File: src/design/ssi_prc_pkg.sv
// Shared types and constants for the scanner parameter reply checker.
// No dependencies; every other design file imports this package.
package ssi_prc_pkg;

  // One input beat: a received frame byte and its end-of-frame flag.
  typedef struct packed {
    logic [7:0] frame_byte;
    logic       end_of_frame;
  } in_beat_t;

  // One result beat, given once per frame on its final byte.
  typedef struct packed {
    logic [1:0]  check_status;
    logic        fields_valid;
    logic [23:0] param_number;
    logic [15:0] param_value;
  } out_beat_t;

  // Status codes.
  localparam logic [1:0] STATUS_OK        = 2'd0;
  localparam logic [1:0] STATUS_MALFORMED = 2'd1;
  localparam logic [1:0] STATUS_CSUM_ERR  = 2'd2;

  // Frame layout.
  localparam logic [7:0] SHORT_FRAME = 8'd10;
  localparam logic [7:0] LONG_FRAME  = 8'd12;
  localparam logic [7:0] OPCODE_POS  = 8'd1;
  localparam logic [7:0] FIELD_FIRST = 8'd5;
  localparam int         FIELD_COUNT = 5;
  localparam logic [7:0] FIELD_END   = 8'd10;

  // Saturation point of the byte counter.
  localparam logic [7:0] COUNT_LIMIT = 8'd255;

  // Reset value of the expected opcode register.
  localparam logic [7:0] OPCODE_RESET = 8'd198;

endpackage

File: src/design/ssi_prc_in_stage.sv
// Input register stage of the reply checker: holds one accepted byte beat.
// Depends on ssi_prc_pkg for the input beat type.
module ssi_prc_in_stage (
  input  logic                 clk,
  input  logic                 rst_n,
  input  logic                 in_valid,
  output logic                 in_ready,
  input  ssi_prc_pkg::in_beat_t in_beat,
  input  logic                 advance,
  output logic                 stage_valid,
  output ssi_prc_pkg::in_beat_t stage_beat
);
  import ssi_prc_pkg::*;

  logic     valid_r;
  in_beat_t beat_r;

  // The stage takes a new beat when it is empty or its beat moves on now.
  assign in_ready    = !valid_r || advance;
  assign stage_valid = valid_r;
  assign stage_beat  = beat_r;

  always_ff @(posedge clk) begin
    if (!rst_n) begin
      valid_r <= 1'b0;
    end else if (in_ready) begin
      valid_r <= in_valid;
    end
  end

  // Payload needs no reset.
  always_ff @(posedge clk) begin
    if (in_valid && in_ready) begin
      beat_r <= in_beat;
    end
  end

endmodule

File: src/design/ssi_prc_frame.sv
// Frame state and evaluation: byte count, running sum, opcode and field bytes,
// plus the status and field decode for the final byte. Depends on ssi_prc_pkg.
module ssi_prc_frame (
  input  logic                  clk,
  input  logic                  rst_n,
  input  logic                  step,
  input  ssi_prc_pkg::in_beat_t beat,
  input  logic [7:0]            expected_opcode,
  output ssi_prc_pkg::out_beat_t result
);
  import ssi_prc_pkg::*;

  logic [7:0]  count_r;
  logic [15:0] sum_r;
  logic [7:0]  recent0_r;
  logic [7:0]  recent1_r;
  logic [7:0]  opcode_r;
  logic [7:0]  field_r [FIELD_COUNT];

  logic [7:0]  count_nxt;
  logic [15:0] sum_nxt;
  logic [7:0]  opcode_nxt;
  logic [15:0] total;
  logic [2:0]  field_idx;
  logic        field_wr;

  // Next values of the frame state for the byte in the stage.
  always_comb begin
    sum_nxt    = (count_r >= 8'd2) ? 16'(sum_r + {8'd0, recent0_r}) : sum_r;
    opcode_nxt = (count_r == OPCODE_POS) ? beat.frame_byte : opcode_r;
    count_nxt  = (count_r < COUNT_LIMIT) ? 8'(count_r + 8'd1) : count_r;
    field_idx  = 3'(count_r - FIELD_FIRST);
    field_wr   = (count_r >= FIELD_FIRST) && (count_r < FIELD_END);
    // The last two bytes form a big-endian word added to the sum.
    total      = 16'(sum_nxt + {recent1_r, beat.frame_byte});
  end

  // Status and field decode; the fields read were all written in earlier beats.
  always_comb begin
    result.fields_valid = 1'b0;
    result.param_number = 24'd0;
    result.param_value  = 16'd0;
    priority if (count_nxt < SHORT_FRAME || opcode_nxt != expected_opcode) begin
      result.check_status = STATUS_MALFORMED;
    end else if (total != 16'd0) begin
      result.check_status = STATUS_CSUM_ERR;
    end else begin
      result.check_status = STATUS_OK;
      if (count_nxt == SHORT_FRAME) begin
        result.fields_valid = 1'b1;
        result.param_number = {8'd0, field_r[0], field_r[1]};
        result.param_value  = {8'd0, field_r[2]};
      end else if (count_nxt == LONG_FRAME) begin
        result.fields_valid = 1'b1;
        result.param_number = {field_r[0], field_r[1], field_r[2]};
        result.param_value  = {field_r[3], field_r[4]};
      end
    end
  end

  // Frame state: cleared at reset and after the final byte of each frame.
  always_ff @(posedge clk) begin
    if (!rst_n) begin
      count_r   <= 8'd0;
      sum_r     <= 16'd0;
      recent0_r <= 8'd0;
      recent1_r <= 8'd0;
      opcode_r  <= 8'd0;
    end else if (step) begin
      if (beat.end_of_frame) begin
        count_r   <= 8'd0;
        sum_r     <= 16'd0;
        recent0_r <= 8'd0;
        recent1_r <= 8'd0;
        opcode_r  <= 8'd0;
      end else begin
        count_r   <= count_nxt;
        sum_r     <= sum_nxt;
        recent0_r <= recent1_r;
        recent1_r <= beat.frame_byte;
        opcode_r  <= opcode_nxt;
      end
    end
  end

  // Field bytes keep their contents across frames and need no reset.
  always_ff @(posedge clk) begin
    if (step && field_wr) begin
      field_r[field_idx] <= beat.frame_byte;
    end
  end

endmodule

File: src/design/ssi_prc_out_stage.sv
// Output register of the reply checker: holds one result beat until taken.
// Depends on ssi_prc_pkg for the result beat type.
module ssi_prc_out_stage (
  input  logic                   clk,
  input  logic                   rst_n,
  input  logic                   load,
  input  ssi_prc_pkg::out_beat_t load_beat,
  output logic                   can_load,
  output logic                   out_valid,
  input  logic                   out_ready,
  output ssi_prc_pkg::out_beat_t out_beat
);
  import ssi_prc_pkg::*;

  logic      valid_r;
  out_beat_t beat_r;

  // A new result fits when the register is empty or is being taken now.
  assign can_load  = !valid_r || out_ready;
  assign out_valid = valid_r;
  assign out_beat  = beat_r;

  always_ff @(posedge clk) begin
    if (!rst_n) begin
      valid_r <= 1'b0;
    end else if (load) begin
      valid_r <= 1'b1;
    end else if (out_ready) begin
      valid_r <= 1'b0;
    end
  end

  always_ff @(posedge clk) begin
    if (load) begin
      beat_r <= load_beat;
    end
  end

endmodule

File: src/design/ssi_param_reply_checker_core.sv
// Scanner parameter reply checker: byte stream in, one check result per frame.
// Channels: in_valid/in_ready carry one frame byte per beat with an
// end-of-frame flag on the final byte. out_valid/out_ready carry one result
// beat per frame (status, fields_valid, parameter number and value).
// cfg_valid/cfg_ready write the expected opcode; cfg_ready is always high
// and the register should only be written while no frame is in progress.
// Path: a final byte is registered in the input stage, goes through the frame
// logic and is registered in the output stage, which drives out_valid.
// Throughput is one byte per cycle, but a final byte waits while the output is full.
// Bytes that do not end a frame give no result beat.
// Reset: synchronous, active low. It empties both registers, clears the byte
// count, running sum and opcode, and sets the expected opcode to 198.
// Stall: while out_ready is low a waiting result is held; further non-final
// bytes keep flowing, and input stops only when a second final byte
// finds the output register still full.
// Depends on ssi_prc_pkg and the in_stage, frame and out_stage modules.
module ssi_param_reply_checker_core (
  input  logic                   clk,
  input  logic                   rst_n,
  input  logic                   in_valid,
  output logic                   in_ready,
  input  ssi_prc_pkg::in_beat_t  in_beat,
  output logic                   out_valid,
  input  logic                   out_ready,
  output ssi_prc_pkg::out_beat_t out_beat,
  input  logic                   cfg_valid,
  output logic                   cfg_ready,
  input  logic [7:0]             cfg_data
);
  import ssi_prc_pkg::*;

  logic      stage_valid;
  in_beat_t  stage_beat;
  logic      advance;
  logic      can_load;
  out_beat_t result;
  logic [7:0] opcode_r;

  // Expected opcode register.
  assign cfg_ready = 1'b1;

  always_ff @(posedge clk) begin
    if (!rst_n) begin
      opcode_r <= OPCODE_RESET;
    end else if (cfg_valid && cfg_ready) begin
      opcode_r <= cfg_data;
    end
  end

  // A staged byte moves on unless it ends a frame and the output is full.
  assign advance = stage_valid && (!stage_beat.end_of_frame || can_load);

  ssi_prc_in_stage u_in_stage (
    .clk         (clk),
    .rst_n       (rst_n),
    .in_valid    (in_valid),
    .in_ready    (in_ready),
    .in_beat     (in_beat),
    .advance     (advance),
    .stage_valid (stage_valid),
    .stage_beat  (stage_beat)
  );

  ssi_prc_frame u_frame (
    .clk             (clk),
    .rst_n           (rst_n),
    .step            (advance),
    .beat            (stage_beat),
    .expected_opcode (opcode_r),
    .result          (result)
  );

  ssi_prc_out_stage u_out_stage (
    .clk       (clk),
    .rst_n     (rst_n),
    .load      (advance && stage_beat.end_of_frame),
    .load_beat (result),
    .can_load  (can_load),
    .out_valid (out_valid),
    .out_ready (out_ready),
    .out_beat  (out_beat)
  );

endmodule
File: config.mk
export PLATFORM = sky130hd
export DESIGN_NAME = ssi_param_reply_checker_core
export DESIGN_NICKNAME = d
export VERILOG_FILES = /design/src/design/ssi_prc_pkg.sv /design/src/design/ssi_prc_in_stage.sv /design/src/design/ssi_prc_frame.sv /design/src/design/ssi_prc_out_stage.sv /design/src/design/ssi_param_reply_checker_core.sv
export SDC_FILE = /design/constraint.sdc
export NUM_CORES = 1
export LEC_CHECK = 0
export ABC_AREA = 1
export BUFFER_PORTS_ARGS = -buffer_cell sky130_fd_sc_hd__buf_4
export CORE_MARGIN = 1.5
export CORE_UTILIZATION = 50
export CTS_BUF_LIST = sky130_fd_sc_hd__clkbuf_4 sky130_fd_sc_hd__clkbuf_8
export DETAILED_ROUTE_END_ITERATION = 12
export PLACE_DENSITY = 0.74
export SLEW_MARGIN = 20
export SYNTH_ARGS = -nofsm -noshare
export SYNTH_HDL_FRONTEND = slang
export SYNTH_SLANG_ARGS = --single-unit
File: constraint.sdc
create_clock -name clk -period 6.76 [get_ports clk]
set_input_delay 0.338 -clock clk [delete_from_list [all_inputs] [get_ports clk]]
set_output_delay 0.338 -clock clk [all_outputs]
set_load 0.02 [all_outputs]
==> results.json <==
{
  "outcome": "complete, no violations",
  "hold_class": "input pin to register",
  "crit_fanout": 25,
  "synth_cell_type_count": 40,
  "p_switching_mw": 0.4341,
  "cts_setup_buffers": 0,
  "hold_viol_final": 0,
  "avgSynthCellArea_um2": 8.388,
  "crit_top_cell": "nand2_1",
  "use_met3_pct": 4.597,
  "clockPowerShare_pct": 40.4,
  "synth_most_common_cell": "nand2_1",
  "critPathRequiredTime_ps": 7050,
  "worstSetupPathType": "register to register",
  "cts_tree": "yes",
  "grt_pass1_wl_um": 25950,
  "grt_most_used_layer": "met2",
  "crit_start": "u_frame.count_r[0]$_SDFFE_PN0P_",
  "antenna_found_initial": 0,
  "netlist_top_cells_area": "edfxtp_1, dfxtp_1, nand2_1, inv_1, a21oi_1",
  "seq_area_frac_synth_pct": 51.07,
  "fin_area_mm2": 0.008740,
  "crit_path_top_delay_cell": "nor2_2",
  "async_flop_share_pct": 0,
  "fin_tns_setup_ps": 0,
  "cts_max_level": 4,
  "leakagePower_nw": 3.631,
  "die_area_mm2": 0.01612,
  "track_usage_pct": 20.63,
  "yosysTopAreaCell": "edfxtp_1",
  "crit_path_cell_trace": "inv_1 -> ha_1 -> nor2_1 -> nand2_1 -> nor2_2 -> clkinv_1 -> nand2_1 -> xor2_1 -> ha_1 -> nand2_1 -> inv_1 -> nand2_1 -> nand2_1 -> inv_1 -> nand3_1 -> nand2_1 -> nand2_1 -> nor2_1 -> nand2_1 -> nor2_1 -> nand2_1 -> nor2_2 -> nand3_4 -> nor2_1",
  "cts_sinks": 150,
  "power.internal_mw": 1.400,
  "wire_per_inst_um": 13.58,
  "cts_buffers": 17,
  "setup_ws_ps": 2352,
  "cp.buffers_inverters": 4,
  "yosys_register_bits": 150,
  "vdd_drop_max_mv": 0.1840,
  "rsz0062_at_grt": "no",
  "path_clk_slew_ps": 90,
  "power_density_mw_per_mm2": 209.9,
  "worst_pin_slew_ps": 935.3,
  "wirelength_um": 15980,
  "netlist_instances": 916,
  "slew_violations": 0,
  "fillers": 1333,
  "period_share_pct": 65.21,
  "fp.dieH_um": 127.0,
  "fin_cells": 1177,
  "pin_count": 68,
  "cp_top_family": "simple AND/OR/NAND/NOR gates",
  "grt_max_degree": 54,
  "grtUsageMet2_pct": 33.47,
  "synth_top_area_share_pct": 35.96,
  "fin_skew_ps": 11.66,
  "diodes": 0,
  "reg2reg_from": "u_frame.count_r[0]$_SDFFE_PN0P_",
  "synth_edf_count": 92,
  "p_seq_share_pct": 54.5,
  "grtUsageMet1_pct": 27.28,
  "antenna_left": 0,
  "ys_warn_count": 0,
  "fp.dieW_um": 127.0,
  "whs_ps": 43.97,
  "fin_nets": 1028,
  "synthFlopType": "edfxtp_1",
  "synth.net_count": 968,
  "drt-initial-drc-count": 377,
  "syn_to_final_growth_pct": 13.74,
  "first_global_vias": 5311,
  "hp-start": "in_beat[6]",
  "portBuffers": 66,
  "drcViolationCount": 0,
  "root_buffer": "clkbuf_8",
  "insertion_delay_ps": 460,
  "coreArea_mm2": 0.01509,
  "swShare_pct": 23.67,
  "drive_gt1_share_pct": 13.75,
  "crit_path_start_kind": "register",
  "slew_headroom_pct": 37.55,
  "drv_cap": 0,
  "finalSetupViolCount": 0,
  "slowest_delay_ps": 480,
  "syn_area_mm2": 0.007684,
  "dpl_worst_slack_ps": 2448,
  "rows": 45,
  "place_congestion": 0.8319,
  "viasPerCell": 5.067,
  "initial_core_util_pct": 50.92,
  "arrival_ps": 4700,
  "hpwl_um": 11110,
  "gr-total-overflow": 0,
  "clockBufferDepth": 2,
  "clock.fmax_mhz": 226.9,
  "finalCriticalPeriod_ps": 4408,
  "end_kind": "register",
  "dp_cells": 1145,
  "postCtsResizedCells": 0,
  "ctsHoldBuffers": 0,
  "drtPass1Iterations": 5,
  "vias": 5964,
  "ys_top_cells_by_count": "nand2_1, inv_1, edfxtp_1",
  "placed_area_mm2": 0.008310,
  "comb_power_share_pct": 5.1
}
-- power by group through the flow --
stage                     sequential [mW]  clock, mW  combinational [mW]
after floorplan                      1.02          0              0.0547
after global placement               1.02          0              0.0927
after detailed placement             1.02          0              0.0938
after CTS                           0.999      0.752              0.0942
after global routing                 1.00      0.789               0.105
final                               0.999      0.742              0.0938
-- cell usage in the layout, fill, tap and decap left out, types with 8 or more instances in the layout --
| master | Yosys | routed |
|---|---|---|
| nand3_1 | 31 | 31 |
| nand3b_1 | 8 | 8 |
| ha_1 | 28 | 28 |
| clkbuf_8 | 0 | 18 |
| nor2_1 | 66 | 65 |
| buf_4 | 1 | 69 |
| nand2_1 | 259 | 259 |
| o22ai_1 | 18 | 18 |
| o21ai_0 | 32 | 32 |
| edfxtp_1 | 92 | 92 |
| a21oi_1 | 71 | 71 |
| inv_1 | 135 | 135 |
| nand4_1 | 10 | 10 |
| dfxtp_1 | 58 | 58 |
| nor2_2 | 15 | 16 |
| xor2_1 | 13 | 13 |
-- path summary, 6_finish.rpt --
| kind | to | slack [ps] | cells after the start |
|---|---|---|---|
| worst max-delay path | u_out_stage.out_beat[40]$_SDFFCE_PP0P_ | 2350 | 24 |
| worst min-delay path | u_in_stage.stage_beat[6]$_DFFE_PP_ | 40 | 1 |
| worst max register to register | u_out_stage.out_beat[40]$_SDFFCE_PP0P_ | 2350 | 24 |
| worst min register to register | u_frame.opcode_r[4]$_SDFFE_PN0P_ | 470 | 2 |
-- metal layers --
metal,vias up,share of wire (%)
li1,3085,-
met1,2719,47
met2,146,46
met3,14,4.7
met4,0,1.5
met5,-,0
-- final cells by class --
type | count | area [µm²] | share of cell area, %
inverter | 139 | 521.8 | 5.970
clock buffer | 19 | 255.2 | 2.921
timing repair buffer | 69 | 518.0 | 5.927
clock inverter | 13 | 168.9 | 1.933
sequential | 150 | 3924 | 44.90
tap | 188 | 235.2 | 2.691
multi-input combinational | 599 | 3117 | 35.66
-- state kept, by name (all words and copies together) (netlist names) --
register / flops
u_frame.opcode_r: 8
u_in_stage.stage_beat: 9
u_frame.count_r: 8
u_frame.sum_r: 16
u_out_stage.out_beat: 43
opcode_r: 8
u_in_stage.stage_valid: 1
u_frame.field_r: 40
u_out_stage.out_valid: 1
u_frame.recent0_r: 8
u_frame.recent1_r: 8
-- worst register-to-register path, delay by kind of cell (launching register included) --
kind	cells	cell delay, ps
AND/OR/NAND/NOR	17	2340
buffers and inverters	4	700
adder cells (fa/ha/maj)	2	530
flip-flops	1	450
XOR/XNOR	1	210
-- logic make-up after synthesis --
logic type / count (synthesis) / share of synthesized area (%)
other: 1 / 0.04881
AND/OR/NAND/NOR: 411 / 23.43
buffers and inverters: 167 / 8.468
AO/OA/AOI/OAI: 137 / 9.624
adder cells (fa/ha/maj): 30 / 5.081
flip-flops: 150 / 51.07
XOR/XNOR: 20 / 2.280
-- per-stage QoR --
stage          power, mW  util (%)
2_1_floorplan      1.074         -
3_3_place_gp       1.112     55.07
3_5_place_dp       1.114     55.07
4_1_cts            1.845     57.89
5_1_grt            1.895     57.92
6_report           1.834     57.92
Note: power is estimated with default switching activity, not from simulation.
